### src/rtl/scrc_pkg.sv
`timescale 1ns / 1ps

package scrc_pkg;

    localparam int CFG_IDX_W  = 3;
    localparam int CFG_DATA_W = 40;

    localparam logic [CFG_IDX_W-1:0] CFG_SUMMER_DAY   = 3'd0;
    localparam logic [CFG_IDX_W-1:0] CFG_SUMMER_NIGHT = 3'd1;
    localparam logic [CFG_IDX_W-1:0] CFG_WINTER_DAY   = 3'd2;
    localparam logic [CFG_IDX_W-1:0] CFG_WINTER_NIGHT = 3'd3;
    localparam logic [CFG_IDX_W-1:0] CFG_SEASON_DATES = 3'd4;
    localparam logic [CFG_IDX_W-1:0] CFG_DAY_HOURS    = 3'd5;

    localparam logic [39:0] SUMMER_DAY_RST   = 40'd112006537756;
    localparam logic [15:0] SUMMER_NIGHT_RST = 16'd8218;
    localparam logic [39:0] WINTER_DAY_RST   = 40'd94792850968;
    localparam logic [15:0] WINTER_NIGHT_RST = 16'd7190;
    localparam logic [17:0] SEASON_DATES_RST = 18'd141953;
    localparam logic [19:0] DAY_HOURS_RST    = 20'd664200;

    // spot lamp follows ambient limits inside this hour window
    localparam logic [4:0] SPOT_FIRST_HOUR = 5'd10;
    localparam logic [4:0] SPOT_LAST_HOUR  = 5'd16;

    typedef struct packed {
        logic [39:0] summer_day_limits;
        logic [15:0] summer_night_limits;
        logic [39:0] winter_day_limits;
        logic [15:0] winter_night_limits;
        logic [17:0] season_start_dates;
        logic [19:0] day_night_hours;
    } cfg_t;

    typedef struct packed {
        logic [3:0] month;
        logic [4:0] day_of_month;
        logic [4:0] hour;
        logic [7:0] hot_zone_temp;
        logic [7:0] cold_zone_temp;
        logic [7:0] ambient_temp;
        logic       emergency_cut;
    } sensor_t;

    typedef struct packed {
        logic heater;
        logic spot;
        logic uv;
        logic vent;
    } latch_t;

    typedef struct packed {
        logic heater_on;
        logic spot_on;
        logic uv_on;
        logic vent_on;
        logic winter_active;
        logic daytime_active;
    } result_t;

endpackage

### src/rtl/scrc_in_if.sv
`timescale 1ns / 1ps

interface scrc_in_if;
    logic              valid;
    logic              ready;
    logic [3:0]        month;
    logic [4:0]        day_of_month;
    logic [4:0]        hour;
    logic signed [7:0] hot_zone_temp;
    logic signed [7:0] cold_zone_temp;
    logic signed [7:0] ambient_temp;
    logic              emergency_cut;

    modport source (
        output valid, month, day_of_month, hour, hot_zone_temp, cold_zone_temp,
               ambient_temp, emergency_cut,
        input  ready
    );
    modport sink (
        input  valid, month, day_of_month, hour, hot_zone_temp, cold_zone_temp,
               ambient_temp, emergency_cut,
        output ready
    );
endinterface

### src/rtl/scrc_out_if.sv
`timescale 1ns / 1ps

interface scrc_out_if;
    logic valid;
    logic ready;
    logic heater_on;
    logic spot_on;
    logic uv_on;
    logic vent_on;
    logic winter_active;
    logic daytime_active;

    modport source (
        output valid, heater_on, spot_on, uv_on, vent_on, winter_active, daytime_active,
        input  ready
    );
    modport sink (
        input  valid, heater_on, spot_on, uv_on, vent_on, winter_active, daytime_active,
        output ready
    );
endinterface

### src/rtl/scrc_cfg_if.sv
`timescale 1ns / 1ps

interface scrc_cfg_if;
    logic        valid;
    logic        ready;
    logic [2:0]  index;
    logic [39:0] data;

    modport source (
        output valid, index, data,
        input  ready
    );
    modport sink (
        input  valid, index, data,
        output ready
    );
endinterface

### src/rtl/scrc_cfg_regs.sv
`timescale 1ns / 1ps

module scrc_cfg_regs (
    input  logic          clk,
    input  logic          rst_n,
    scrc_cfg_if.sink      cfg,
    output scrc_pkg::cfg_t regs
);
    import scrc_pkg::*;

    cfg_t regs_reg;

    assign cfg.ready = 1'b1;
    assign regs      = regs_reg;

    always_ff @(posedge clk or negedge rst_n)
    begin
        if (!rst_n)
        begin
            regs_reg.summer_day_limits   <= SUMMER_DAY_RST;
            regs_reg.summer_night_limits <= SUMMER_NIGHT_RST;
            regs_reg.winter_day_limits   <= WINTER_DAY_RST;
            regs_reg.winter_night_limits <= WINTER_NIGHT_RST;
            regs_reg.season_start_dates  <= SEASON_DATES_RST;
            regs_reg.day_night_hours     <= DAY_HOURS_RST;
        end
        else if (cfg.valid)
        begin
            unique case (cfg.index)
                CFG_SUMMER_DAY:   regs_reg.summer_day_limits   <= cfg.data;
                CFG_SUMMER_NIGHT: regs_reg.summer_night_limits <= cfg.data[15:0];
                CFG_WINTER_DAY:   regs_reg.winter_day_limits   <= cfg.data;
                CFG_WINTER_NIGHT: regs_reg.winter_night_limits <= cfg.data[15:0];
                CFG_SEASON_DATES: regs_reg.season_start_dates  <= cfg.data[17:0];
                CFG_DAY_HOURS:    regs_reg.day_night_hours     <= cfg.data[19:0];
                default:          ; // unused indexes are ignored
            endcase
        end
    end

endmodule

### src/rtl/scrc_decide.sv
`timescale 1ns / 1ps

module scrc_decide (
    input  scrc_pkg::cfg_t    regs,
    input  scrc_pkg::sensor_t item,
    input  scrc_pkg::latch_t  cur,
    output scrc_pkg::latch_t  nxt,
    output scrc_pkg::result_t res
);
    import scrc_pkg::*;

    logic [4:0]        s_day;
    logic [3:0]        s_mon;
    logic [4:0]        w_day;
    logic [3:0]        w_mon;
    logic              winter;
    logic [39:0]       dayl;
    logic [15:0]       nightl;
    logic [4:0]        day_start;
    logic [4:0]        night_start;
    logic              daytime;
    logic              spot_window;
    logic signed [7:0] hot;
    logic signed [7:0] cold;
    logic signed [7:0] amb;
    logic signed [7:0] hot_min;
    logic signed [7:0] hot_max;
    logic signed [7:0] cold_max;
    logic signed [7:0] amb_min;
    logic signed [7:0] amb_max;
    logic signed [7:0] n_min;
    logic signed [7:0] n_max;
    latch_t            upd;

    always_comb
    begin
        s_day = regs.season_start_dates[4:0];
        s_mon = regs.season_start_dates[8:5];
        w_day = regs.season_start_dates[13:9];
        w_mon = regs.season_start_dates[17:14];

        winter = (item.month > w_mon) || (item.month < s_mon)
              || (item.month == w_mon && item.day_of_month >= w_day)
              || (item.month == s_mon && item.day_of_month < s_day);

        dayl        = winter ? regs.winter_day_limits : regs.summer_day_limits;
        nightl      = winter ? regs.winter_night_limits : regs.summer_night_limits;
        day_start   = winter ? regs.day_night_hours[14:10] : regs.day_night_hours[4:0];
        night_start = winter ? regs.day_night_hours[19:15] : regs.day_night_hours[9:5];
        daytime     = (day_start <= item.hour) && (item.hour < night_start);
        spot_window = (item.hour >= SPOT_FIRST_HOUR) && (item.hour <= SPOT_LAST_HOUR);

        hot      = $signed(item.hot_zone_temp);
        cold     = $signed(item.cold_zone_temp);
        amb      = $signed(item.ambient_temp);
        hot_min  = $signed(dayl[7:0]);
        hot_max  = $signed(dayl[15:8]);
        cold_max = $signed(dayl[23:16]);
        amb_min  = $signed(dayl[31:24]);
        amb_max  = $signed(dayl[39:32]);
        n_min    = $signed(nightl[7:0]);
        n_max    = $signed(nightl[15:8]);

        upd = cur;
        if (daytime)
        begin
            if (cold >= cold_max)
            begin
                upd = '{heater: 1'b0, spot: 1'b0, uv: 1'b0, vent: 1'b1};
            end
            else
            begin
                // off wins for heater and spot, on wins for UV
                if (hot <= hot_min) upd.heater = 1'b1;
                if (hot >= hot_max) upd.heater = 1'b0;
                if (amb >= amb_max) upd.uv = 1'b0;
                if (amb <= amb_min) upd.uv = 1'b1;
                upd.vent = (amb >= amb_max);
                if (spot_window)
                begin
                    if (amb <= amb_min) upd.spot = 1'b1;
                    if (amb >= amb_max) upd.spot = 1'b0;
                end
                else
                begin
                    upd.spot = (hot < hot_min);
                end
            end
        end
        else
        begin
            upd.spot = 1'b0;
            upd.uv   = 1'b0;
            upd.vent = 1'b0;
            if (hot <= n_min) upd.heater = 1'b1;
            if (hot >= n_max) upd.heater = 1'b0;
        end

        // emergency holds the latches and blanks the drives
        nxt                = item.emergency_cut ? cur : upd;
        res.heater_on      = !item.emergency_cut && upd.heater;
        res.spot_on        = !item.emergency_cut && upd.spot;
        res.uv_on          = !item.emergency_cut && upd.uv;
        res.vent_on        = !item.emergency_cut && upd.vent;
        res.winter_active  = winter;
        res.daytime_active = daytime;
    end

endmodule

### src/rtl/seasonal_climate_relay_controller.sv
`timescale 1ns / 1ps

// Seasonal climate relay controller. Takes one sensor word per clock and
// returns one relay word per sensor word, in order. A word accepted on the
// sensor channel waits in the input register and moves into the result
// register when that register is empty or its word is being taken; the
// result register drives the relay channel. The block sustains one word per
// cycle as long as the relay sink keeps ready high. The relay latches are
// updated as a word moves from the input register into the result register,
// so each word sees the latches left by the one before it. The configuration
// channel is always ready; write it only when no word is in flight.
module seasonal_climate_relay_controller (
    input  logic        clk,
    input  logic        rst_n,
    scrc_in_if.sink     sensor,
    scrc_out_if.source  relay,
    scrc_cfg_if.sink    cfg
);
    import scrc_pkg::*;

    cfg_t    regs;
    sensor_t item_reg;
    logic    item_valid_reg;
    latch_t  latch_reg;
    latch_t  latch_next;
    result_t res_next;
    result_t res_reg;
    logic    out_valid_reg;
    logic    advance;
    logic    take;

    scrc_cfg_regs u_cfg_regs (
        .clk   (clk),
        .rst_n (rst_n),
        .cfg   (cfg),
        .regs  (regs)
    );

    scrc_decide u_decide (
        .regs (regs),
        .item (item_reg),
        .cur  (latch_reg),
        .nxt  (latch_next),
        .res  (res_next)
    );

    assign advance      = !out_valid_reg || relay.ready;
    assign sensor.ready = !item_valid_reg || advance;
    assign take         = sensor.valid && sensor.ready;

    always_ff @(posedge clk or negedge rst_n)
    begin
        if (!rst_n)
        begin
            item_valid_reg <= 1'b0;
            out_valid_reg  <= 1'b0;
            latch_reg      <= '{heater: 1'b1, spot: 1'b1, uv: 1'b1, vent: 1'b1};
        end
        else
        begin
            if (sensor.ready)
            begin
                item_valid_reg <= sensor.valid;
            end
            if (advance)
            begin
                out_valid_reg <= item_valid_reg;
                if (item_valid_reg)
                begin
                    latch_reg <= latch_next;
                end
            end
        end
    end

    always_ff @(posedge clk)
    begin
        if (take)
        begin
            item_reg.month          <= sensor.month;
            item_reg.day_of_month   <= sensor.day_of_month;
            item_reg.hour           <= sensor.hour;
            item_reg.hot_zone_temp  <= sensor.hot_zone_temp;
            item_reg.cold_zone_temp <= sensor.cold_zone_temp;
            item_reg.ambient_temp   <= sensor.ambient_temp;
            item_reg.emergency_cut  <= sensor.emergency_cut;
        end
        if (advance && item_valid_reg)
        begin
            res_reg <= res_next;
        end
    end

    assign relay.valid          = out_valid_reg;
    assign relay.heater_on      = res_reg.heater_on;
    assign relay.spot_on        = res_reg.spot_on;
    assign relay.uv_on          = res_reg.uv_on;
    assign relay.vent_on        = res_reg.vent_on;
    assign relay.winter_active  = res_reg.winter_active;
    assign relay.daytime_active = res_reg.daytime_active;

endmodule
### src/flat_wrapper.sv
// flat-port wrapper written by rule: the top's interface ports become plain ports
module seasonal_climate_relay_controller_flat import scrc_pkg::*;
  (clk, rst_n, sensor_valid, sensor_month, sensor_day_of_month, sensor_hour, sensor_hot_zone_temp, sensor_cold_zone_temp, sensor_ambient_temp, sensor_emergency_cut, sensor_ready, relay_valid, relay_heater_on, relay_spot_on, relay_uv_on, relay_vent_on, relay_winter_active, relay_daytime_active, relay_ready, cfg_valid, cfg_index, cfg_data, cfg_ready);
  scrc_in_if sensor_i ();
  scrc_out_if relay_i ();
  scrc_cfg_if cfg_i ();
  input  logic clk;
  input  logic rst_n;
  input wire logic [$bits(sensor_i.valid)-1:0] sensor_valid;
  input wire logic [$bits(sensor_i.month)-1:0] sensor_month;
  input wire logic [$bits(sensor_i.day_of_month)-1:0] sensor_day_of_month;
  input wire logic [$bits(sensor_i.hour)-1:0] sensor_hour;
  input wire logic [$bits(sensor_i.hot_zone_temp)-1:0] sensor_hot_zone_temp;
  input wire logic [$bits(sensor_i.cold_zone_temp)-1:0] sensor_cold_zone_temp;
  input wire logic [$bits(sensor_i.ambient_temp)-1:0] sensor_ambient_temp;
  input wire logic [$bits(sensor_i.emergency_cut)-1:0] sensor_emergency_cut;
  output wire logic [$bits(sensor_i.ready)-1:0] sensor_ready;
  output wire logic [$bits(relay_i.valid)-1:0] relay_valid;
  output wire logic [$bits(relay_i.heater_on)-1:0] relay_heater_on;
  output wire logic [$bits(relay_i.spot_on)-1:0] relay_spot_on;
  output wire logic [$bits(relay_i.uv_on)-1:0] relay_uv_on;
  output wire logic [$bits(relay_i.vent_on)-1:0] relay_vent_on;
  output wire logic [$bits(relay_i.winter_active)-1:0] relay_winter_active;
  output wire logic [$bits(relay_i.daytime_active)-1:0] relay_daytime_active;
  input wire logic [$bits(relay_i.ready)-1:0] relay_ready;
  input wire logic [$bits(cfg_i.valid)-1:0] cfg_valid;
  input wire logic [$bits(cfg_i.index)-1:0] cfg_index;
  input wire logic [$bits(cfg_i.data)-1:0] cfg_data;
  output wire logic [$bits(cfg_i.ready)-1:0] cfg_ready;
  assign sensor_i.valid = sensor_valid;
  assign sensor_i.month = sensor_month;
  assign sensor_i.day_of_month = sensor_day_of_month;
  assign sensor_i.hour = sensor_hour;
  assign sensor_i.hot_zone_temp = sensor_hot_zone_temp;
  assign sensor_i.cold_zone_temp = sensor_cold_zone_temp;
  assign sensor_i.ambient_temp = sensor_ambient_temp;
  assign sensor_i.emergency_cut = sensor_emergency_cut;
  assign sensor_ready = sensor_i.ready;
  assign relay_valid = relay_i.valid;
  assign relay_heater_on = relay_i.heater_on;
  assign relay_spot_on = relay_i.spot_on;
  assign relay_uv_on = relay_i.uv_on;
  assign relay_vent_on = relay_i.vent_on;
  assign relay_winter_active = relay_i.winter_active;
  assign relay_daytime_active = relay_i.daytime_active;
  assign relay_i.ready = relay_ready;
  assign cfg_i.valid = cfg_valid;
  assign cfg_i.index = cfg_index;
  assign cfg_i.data = cfg_data;
  assign cfg_ready = cfg_i.ready;
  seasonal_climate_relay_controller u_core (.clk(clk), .rst_n(rst_n), .sensor(sensor_i), .relay(relay_i), .cfg(cfg_i));
endmodule
### config.mk
export PLATFORM = sky130hd
export DESIGN_NAME = seasonal_climate_relay_controller_flat
export DESIGN_NICKNAME = d
export VERILOG_FILES = /design/src/rtl/scrc_pkg.sv /design/src/rtl/scrc_in_if.sv /design/src/rtl/scrc_out_if.sv /design/src/rtl/scrc_cfg_if.sv /design/src/rtl/scrc_cfg_regs.sv /design/src/rtl/scrc_decide.sv /design/src/rtl/seasonal_climate_relay_controller.sv /design/src/flat_wrapper.sv
export SDC_FILE = /design/constraint.sdc
export NUM_CORES = 1
export LEC_CHECK = 0
export ABC_AREA = 1
export BUFFER_PORTS_ARGS = -buffer_cell sky130_fd_sc_hd__buf_4
export CAP_MARGIN = 0
export CORE_MARGIN = 5
export CORE_UTILIZATION = 60
export DETAILED_ROUTE_END_ITERATION = 6
export PLACE_DENSITY = 0.78
export SYNTH_ARGS = -nofsm -noshare
export SYNTH_HDL_FRONTEND = slang
export SYNTH_SLANG_ARGS = --single-unit
### constraint.sdc
create_clock -name clk -period 5.15 [get_ports clk]
set_input_delay 0.2575 -clock clk [delete_from_list [all_inputs] [get_ports clk]]
set_output_delay 0.2575 -clock clk [all_outputs]
set_load 0.02 [all_outputs]
==> results of run 1 <==
-- worst register-to-register path, stage by stage (launching register included) --
cell     delay, ns
dfstp_2       0.54
inv_1         0.05
ha_1          0.29
nand2_1       0.07
nand2_1       0.04
nand2_1       0.06
nand3_1       0.09
nand2_1       0.14
nand4_4       0.57
buf_12        0.47
mux2i_1       0.33
ha_1          0.31
a21oi_1       0.15
o21ai_0       0.12
nand2_1       0.08
nand3_1       0.08
nand2_1       0.11
nand2_1       0.07
a21oi_1       0.24
nand2_1       0.09
nor2_1        0.11
-- worst max path at each step --
stage                              to  slack [ns]  cells past startpoint
2_1_floorplan    u_core.relay.spot_on        2.03                     21
3_3_place_gp   u_core.relay.heater_on        1.23                     22
3_5_place_dp     u_core.relay.spot_on        1.08                     20
4_1_cts          u_core.relay.spot_on        1.04                     20
5_1_grt          u_core.relay.spot_on        0.69                     26
6_report         u_core.relay.spot_on        1.02                     20
-- cell type report --
| class | instances | area share, % |
|---|---|---|
| clock buffer | 23 | 4.57 |
| clock inverter | 8 | 0.464 |
| inverter | 119 | 3.77 |
| multi-input combinational | 705 | 34.5 |
| sequential | 200 | 44.6 |
| tap | 220 | 2.32 |
| timing repair buffer | 139 | 9.78 |
-- stage by stage --
| step | hold WS (ns) | setup WS [ns] | instance area (um2) |
|---|---|---|---|
| floorplan | -0.0381 | 2.03 | 9990 |
| global placement | 0.118 | 1.23 | 10900 |
| detailed placement | 0.119 | 1.08 | 10900 |
| CTS | 0.0249 | 1.04 | 11900 |
| global route | 0.0363 | 0.687 | 11900 |
| finish | 0.0338 | 1.02 | 11900 |
-- placed cells by master (no fill, tap or decap), drive strengths merged --
cell type / netlist / routed
clkbuf: 30 / 23
nor3: 7 / 7
nor2: 28 / 28
nand4: 6 / 6
o21ai: 158 / 158
o21a: 3 / 3
nand3: 27 / 27
nand2: 299 / 299
a21o: 2 / 2
ha: 82 / 82
a211oi: 1 / 1
a21oi: 30 / 30
o211ai: 1 / 1
buf: 8 / 99
conb: 1 / 1
dfrtp: 104 / 104
dfstp: 51 / 51
dlygate4sd3: 0 / 40
o21bai: 2 / 2
nand3b: 2 / 2
edfxtp: 45 / 45
inv: 118 / 120
clkinv: 1 / 7
a21boi: 1 / 1
and3: 1 / 1
mux2i: 54 / 54
-- cell families after synthesis --
| group | Yosys count | share of synthesized area (%) |
|---|---|---|
| fa+ha+maj | 82 | 10.3 |
| compound gates | 198 | 10.3 |
| other cells | 1 | 0.0375 |
| buf+inv | 157 | 6.16 |
| flops | 200 | 53.0 |
| mux | 54 | 5.41 |
| simple gates | 370 | 14.8 |
-- metal layers --
layer  wire length, um  vias to the layer above  share of wire, %
li1                  -                     3737                 -
met1             10000                     3603                45
met2             10900                      190                49
met3              1070                       31               4.8
met4               441                        0               2.0
met5                 0                        -                 0
-- power by group through the flow --
stage               Combinational (mW)  Sequential [mW]  Clock [mW]
floorplan                        0.984             2.10           0
global placement                  1.29             2.12           0
detailed placement                1.34             2.13           0
CTS                               1.39             2.10        1.34
global route                      1.59             2.14        1.42
finish                            1.38             2.11        1.33
-- repair_timing --
action	4_1_cts	5_1_grt
setup buffers	0	0
hold buffers	40	0
hold endpoints to repair	61	0
setup endpoints to repair	0	0
==> out/results.txt, run 1 <==
CTS sink count: 200
share of power burned in registers: 43.8%
WHS Endpoint: u_core.relay.valid
Most Frequent Cell on Critical Path: nand2_1
Syn Area/Cell: 9.41 um2
Post-Place Cells: 1,343
reg2reg start: u_core.u_cfg_regs.regs[31]
Max VDD drop: 0.327 mV
Hold Startpoint: relay_ready
delay of the slowest cell on the worst path: 0.57 ns
Slew HR: 22.1%
routing usage on met1: 32.9%
Final HPWL DP: 15,100 um
min-delay worst type: primary input to flip-flop
critical path class: flip-flop to flip-flop
average wire per standard cell: 15.9 um
Commonest cells post-synth: nand2_1, o21ai_0, inv_1
mapped cell area: 0.00999 mm2
CTS H-tree depth: 4
filler instances: 1,224
final core occ: 72.0%
Pre-antenna DRT Iters: 5
WHS Path Cells: 2
core area: 0.0165 mm2
most numerous cell in the Yosys netlist: nand2_1
Yosys warnings: 0
Mapped Cells: 1,062
reg2reg setup slack: 1.02 ns
footprint of the multi-input gates: 0.00409 mm2
launch point of the critical path: u_core.u_cfg_regs.regs[31]
max reg flops: 150
Worst-Skew Late Latency: 0.43 ns
post-DR vias/cell: 5.35
CTS Root Cell: clkbuf_16
CP max stage cell: nand4_4
ANT cells: 0
RSZ-0062 raised after global routing: false
Power Density: 406 mW/mm2
Worst Path Max Fanout: 40
Crit. End Element: flip-flop
Tot GR Track Use: 24.1%
# port buffers: 94
M2 GR Usage: 39.5%
fin nets: 1,351
CTS Buffer Depth: 2
post-synthesis net count: 1,231
GRT busiest layer: met2
met3 Track Usage GR: 5.00%
Leak Pwr: 6.04 nW
Period minus WS final: 4.13 ns
Die Wd: 139 um
Post-Layout Cell Count: 1,414
Buf+Inv Stages, Crit Path: 2
period utilisation layout: 80.2%
Post-Route WL: 22,400 um
via count: 7,561
post-cts gate resize count: 0
max-slew violation count: 0
Synth area leader: dfrtp_1
Layout Skew: 0.0100 ns
Final Hold Fails: 0
global route overflow: 0
post-route ant nets: 0
Fin Setup TNS: 0 ns
Yosys cell types: 32
Internal: 3.28 mW
Post-synth EDFFs: 45
clk slew on worst S/H paths: 0.07 ns
share of layout cells above drive strength 1: 16.1%
kind of cell adding the most delay to the critical path: simple AND/OR/NAND/NOR gates
net switching power: 1.54 mW
Seq. cell area: 0.00529 mm2
largest net degree at the start of global routing: 81
ys flop type: dfrtp_1
Num CTS Buffers: 17
Synth top area share: 26.1%
Synth area leaders: dfrtp_1, edfxtp_1, dfstp_2
routability cong.: 0.868
area delta synth->final: 18.7%
Die ar.: 0.0193 mm2
initial antenna violation count: 0
Fmax: 0.242 GHz
r2r endpoint: u_core.relay.spot_on
Worst-Margin Slew: 1.17 ns
Synth async-reset ratio: 77.5%
I/O pin count: 96
vias in the first global route: 7,406
initial core utilization: 60.7%
Sw Share: 31.9%
worst r2r path cells: 20
Die Y: 139 um
Power, Total: 4.81 mW
endpoints failing setup: 0
Cell Rows: 47
Comb power frac: 28.6%
drc violations: 0
CP required: 5.43 ns
power share of the clock group: 27.6%
sequential share of the synthesized area: 53.0%
startpoint types: flip-flop
WP data arrival: 4.41 ns
post-synthesis register bit count: 200
CTS tree: yes
status: complete, no violations
CP cell instances: inv_1 > ha_1 > nand2_1 > nand2_1 > nand2_1 > nand3_1 > nand2_1 > nand4_4 > buf_12 > mux2i_1 > ha_1 > a21oi_1 > o21ai_0 > nand2_1 > nand3_1 > nand2_1 > nand2_1 > a21oi_1 > nand2_1 > nor2_1
initial drt markers: 492
first-pass GRT wire length: 37,300 um
max-cap violation count: 0
Power figures use the tool's default switching activity.
==> inputs of run 2 (changes only) <==
Settings changed: ABC_AREA 1 to 0.
Clock period 5.15 ns to 4.3 ns, I/O delays scaled along.
==> run 2 against run 1 <==
Effect of this change: first-iteration DRC count fell by 41%; sequential cell count unchanged; sequential power is 22% higher; final area down 0.27%; core utilization is 1.9 points higher; synthesized cell count decreased by 32%; clock-buffer cell count grew 1; power grew 23%; synthesized area fell by 1.5%; non-clock buffer count is 5 higher; clock power increased by 17%; largest power group unchanged.
==> out/results.txt, run 2 <==
combinational family with the most area after synthesis: multiplexers
Yosys cell types: 48
Num CTS Buffers: 17
Seq. cell area: 0.00529 mm2
Cell Area, Placed: 0.0108 mm2
Worst Path Max Fanout: 38
vias in the first global route: 6,897
critical path class: flip-flop to flip-flop
filler instances: 1,065
Commonest cells post-synth: mux2_2, dfrtp_1, ha_1
Yosys warnings: 0
mapped cell area: 0.00984 mm2
initial drt markers: 288
mux contribution to synthesized area: 22.6%
RSZ-0062 raised after global routing: true
fin nets: 1,035
post-synthesis net count: 896
Final Hold Fails: 0
Synth area leader: dfrtp_1
min-delay worst type: primary input to flip-flop
status: complete, no violations
clk slew on worst S/H paths: 0.07 ns
drc violations: 0
CP required: 4.47 ns
most numerous cell in the Yosys netlist: mux2_2
Die Y: 138 um
area delta synth->final: 20.2%
CTS sink count: 200
via count: 6,239
share of layout cells above drive strength 1: 38.8%
Cell Rows: 46
Leak Pwr: 5.34 nW
Place WS: 0.259 ns
routability cong.: 0.789
endpoints failing setup: 0
post-route cell area: 0.0118 mm2
Die Wd: 138 um
average wire per standard cell: 19.4 um
Fmax: 0.244 GHz
Power Density: 503 mW/mm2
initial core utilization: 61.5%
CTS tree: yes
Syn Area/Cell: 13.5 um2
Adder-Cell Fraction of Synth Area: 10.4%
Die ar.: 0.0191 mm2
first-pass GRT wire length: 36,000 um
ys flop type: dfrtp_1
post-DR vias/cell: 5.69
# port buffers: 94
post-route ant nets: 0
max-slew violation count: 0
Fin Setup TNS: 0 ns
Slew HR: 25.7%
Layout Skew: 0.0139 ns
Period minus WS final: 4.09 ns
CTS Buffer Depth: 2
Worst-Margin Slew: 1.11 ns
Synth top area share: 26.4%
period utilisation layout: 95.2%
Post-Synth Simple-Gate Area: 5.76%
Post-Synth XOR/XNOR Area: 0%
Synth area leaders: dfrtp_1, mux2_2, edfxtp_1
commonest non-fill, non-tap cells in the layout: mux2_2, dfrtp_1, buf_4, ha_1, mux2i_1
post-synthesis register bit count: 200
startpoint types: flip-flop
Post-Route WL: 21,200 um
I/O pin count: 96
Post-synth EDFFs: 45
global route overflow: 0
max-cap violation count: 0
core area: 0.0160 mm2
footprint of the multi-input gates: 0.00436 mm2
Mapped Cells: 727
Max VDD drop: 0.337 mV
most common library cell in the layout ignoring fill and taps: mux2_2
WP data arrival: 4.27 ns
Setup WS post-layout: 0.207 ns
Crit. End Element: flip-flop
Final HPWL DP: 14,700 um
CTS Root Cell: clkbuf_16
Worst-Skew Late Latency: 0.43 ns
initial antenna violation count: 1
Synth async-reset ratio: 77.5%
post-synthesis compound-gate area fraction: 5.33%
largest net degree at the start of global routing: 67
CTS H-tree depth: 4
Pre-antenna DRT Iters: 4
max reg flops: 150
Tot GR Track Use: 23.4%
sequential share of the synthesized area: 53.8%
## run 2: cell types whose count changed after synthesis, sizes merged, moves of 11 or more
cell,before,now
nand2,299,29
clkbuf,30,14
nand3,27,5
mux2,0,147
nor2,28,15
nor2b,0,16
nand2b,0,11
inv,118,28
a21oi,30,15
o21ai,158,24
## run 2: worst paths after layout
path,startpoint,end,slack [ns],cells past startpoint
setup / recovery,u_core.item_reg[36],u_core.relay.heater_on,0.21,16
hold / removal,cfg_data[22],u_core.u_cfg_regs.regs[76],0.03,2
setup reg to reg,u_core.item_reg[36],u_core.relay.heater_on,0.21,16
hold reg to reg,u_core.u_cfg_regs.regs[142],u_core.u_cfg_regs.regs[142],0.51,1
max in group asynchronous,rst_n,u_core.u_cfg_regs.regs[15],2.92,3
min in group asynchronous,rst_n,u_core.u_cfg_regs.regs[109],0.34,2
## run 2: kinds of logic after synthesis
| family | count (synthesis) |
|---|---|
| multiplexers | 203 |
| adder cells (fa/ha/maj) | 82 |
| AO/OA/AOI/OAI | 82 |
| AND/OR/NAND/NOR | 107 |
| flip-flops | 200 |
| other | 1 |
| buffers and inverters | 52 |
## run 2: cell type report
cell class	instances	share of cell area, %
clock buffer	24	4.43
inverter	28	0.889
antenna	1	0.0212
sequential	200	44.8
clock inverter	8	0.487
multi-input combinational	475	36.9
tap	216	2.28
timing repair buffer	144	10.3
## run 2: stage by stage
step	std cells	total power [mW]	hold WS, ns	util, %
CTS	1094	5.97	0.00950	73.8
global placement	1021	4.26	0.232	67.6
global route	1096	6.32	0.00890	73.9
detailed placement	1021	4.37	0.245	67.6
finish	1096	5.94	0.0263	73.9
floorplan	727	3.83	-0.0806	-
## run 2: metal layers
metal / up-vias / global-route usage, % / wire length (um)
li1: 2954 / - / -
met1: 3133 / 30.8 / 9290
met2: 124 / 39.9 / 10800
met3: 28 / 4.24 / 714
met4: 0 / 7.38 / 412
met5: - / 0 / 0
## run 2: worst max-delay path: stages, from the launching register on
cell,delay [ns]
edfxtp_1,0.40
ha_1,0.32
nor2b_1,0.14
or4_1,0.41
a32oi_1,0.24
o211ai_1,0.23
buf_12,0.27
mux2_2,0.30
ha_1,0.28
o21ai_0,0.17
a21oi_1,0.06
o31a_1,0.25
nor3_1,0.24
mux2i_2,0.10
buf_4,0.16
mux2i_1,0.18
nor2_1,0.06
## run 2: report_power, final
part           total (mW)  switching (mW)  internal (mW)
Combinational        1.82           0.880          0.935
Clock                1.55           0.690          0.863
Sequential           2.58           0.188           2.39
Total                5.94            1.76           4.19
## run 2: timing repair
action	in CTS	in global routing
setup buffers	0	1
hold endpoints to repair	76	0
resized for setup	0	1
endpoints found under the setup margin	0	3
hold buffers	41	0
==> inputs of run 3 (changes only) <==
Settings changed: CAP_MARGIN 0 to 10.
Clock period 4.3 ns to 4.8 ns, I/O delays scaled along.
==> run 3 against run 2 <==
Effect of this change: critical path depth decreased by 1; routed wire length increased by 0.82%; highest routed layer unchanged; final area decreased by 0.45%; critical path type unchanged; non-clock buffer count decreased by 4; sequential share of layout area increased by 0.20 points; power decreased by 10%; sequential cell count unchanged; the flow now finishes with violations (hold timing).
==> out/results.txt, run 3 (synthesis gave the netlist of run 2 again) <==
initial drt markers: 279
Post-Route WL: 21,400 um
Cell Rows: 46
initial core utilization: 61.5%
# port buffers: 94
Period minus WS final: 4.20 ns
period utilisation layout: 87.5%
Worst Path Max Fanout: 40
reg2reg setup slack: 0.60 ns
Layout Skew: 0.00733 ns
Worst-Skew Late Latency: 0.43 ns
CP required: 4.98 ns
core area: 0.0160 mm2
Slew HR: 25.4%
CTS Root Cell: clkbuf_16
WP data arrival: 4.38 ns
share of layout cells above drive strength 1: 38.1%
CTS tree: yes
global route overflow: 0
Die ar.: 0.0191 mm2
Num CTS Buffers: 17
Pre-antenna DRT Iters: 4
Fmax: 0.238 GHz
r2r endpoint: u_core.relay.spot_on
Power Density: 453 mW/mm2
min-delay worst type: primary input to async pin
clk slew on worst S/H paths: 0.07 ns
CTS H-tree depth: 4
delay of the slowest cell on the worst path: 0.42 ns
Die Wd: 138 um
Most Frequent Cell on Critical Path: ha_1
reg2reg start: u_core.item_reg[36]
initial antenna violation count: 0
Worst-Margin Slew: 1.11 ns
Place WS: 0.731 ns
largest net degree at the start of global routing: 114
post-cts gate resize count: 0
vias in the first global route: 7,026
post-route ant nets: 0
kind of cell adding the most delay to the critical path: simple AND/OR/NAND/NOR gates
Buf+Inv Stages, Crit Path: 1
CP cell instances: ha_1 > nor2b_1 > or4_1 > a32oi_1 > o211ai_1 > buf_12 > mux2_2 > ha_1 > and4_1 > a21oi_1 > o31a_1 > nor3_1 > mux2i_2 > nor2_1 > and3b_1
Final Hold Fails: 33
CP max stage cell: edfxtp_1
area delta synth->final: 19.6%
Fin Setup TNS: 0 ns
max-cap violation count: 0
Setup WS post-layout: 0.599 ns
CTS Buffer Depth: 2
startpoint types: flip-flop
Die Y: 138 um
post-DR vias/cell: 5.77
status: finished with violations
max-slew violation count: 0
Post-CTS Setup Bufs: 0
critical path class: flip-flop to flip-flop
Final HPWL DP: 14,600 um
Max VDD drop: 0.309 mV
via count: 6,297
Crit. End Element: flip-flop
CTS sink count: 200
first-pass GRT wire length: 35,700 um
failing checks: hold timing
hold_buf cts: 39
max reg flops: 150
endpoints failing setup: 0
Tot GR Track Use: 23.2%
routability cong.: 0.833
WHS: -0.0459 ns
commonest non-fill, non-tap cells in the layout: mux2_2, dfrtp_1, buf_4, ha_1, mux2i_1
average wire per standard cell: 19.6 um
worst r2r path cells: 15
fin nets: 1,031
ANT cells: 0
Leak Pwr: 5.30 nW
most common library cell in the layout ignoring fill and taps: mux2_2
I/O pin count: 96
drc violations: 0
RSZ-0062 raised after global routing: false
## run 3: cell types whose count changed in the layout (fill, tap and decap cells not counted), moves of 2 or more
cell / delta
clkinv_1: +4
bufinv_16: +3
clkbuf_16: -2
clkbuf_8: -2
clkinv_2: -2
clkinvlp_4: +2
dlygate4sd3_1: -2
inv_6: -2
## run 3: layout make-up
type                    instances  area, um2
fillers                      1079       4230
well taps                     216        270
repair buffers                140       1160
inverters                      28        105
multi-input cells             475       4360
clock inverters                11        130
flip-flops and latches        200       5290
clock buffers                  21        450
## run 3: worst max path at each step
stage                                    from                     end  cells after the start
after floorplan           u_core.item_reg[36]  u_core.relay.heater_on                     15
after global placement    u_core.item_reg[36]    u_core.relay.spot_on                     15
after detailed placement  u_core.item_reg[36]    u_core.relay.spot_on                     15
after CTS                 u_core.item_reg[36]    u_core.relay.spot_on                     15
after global routing      u_core.item_reg[36]    u_core.relay.spot_on                     15
final                     u_core.item_reg[36]    u_core.relay.spot_on                     15
## run 3: routing by layer
metal	routed length (um)	vias up	GRT usage [%]
li1	-	2939	-
met1	9150	3204	28.8
met2	11200	129	41.7
met3	789	25	4.55
met4	253	0	5.51
met5	0	-	0
## run 3: power by group
| part | internal [mW] | switching, mW |
|---|---|---|
| Clock | 0.825 | 0.598 |
| Combinational | 0.818 | 0.785 |
| Sequential | 2.14 | 0.170 |
## run 3: stage by stage
step                      hold WS [ns]  std cells  power [mW]  util, %  cell area (um2)
after floorplan                -0.0556        727        3.43        -             9840
after global placement           0.418       1020        3.81     67.5            10800
after detailed placement         0.419       1020        3.91     67.5            10800
after CTS                      0.00251       1091        5.36     73.6            11800
after global routing           0.00622       1091        5.65     73.6            11800
final                          -0.0459       1091        5.34     73.6            11800
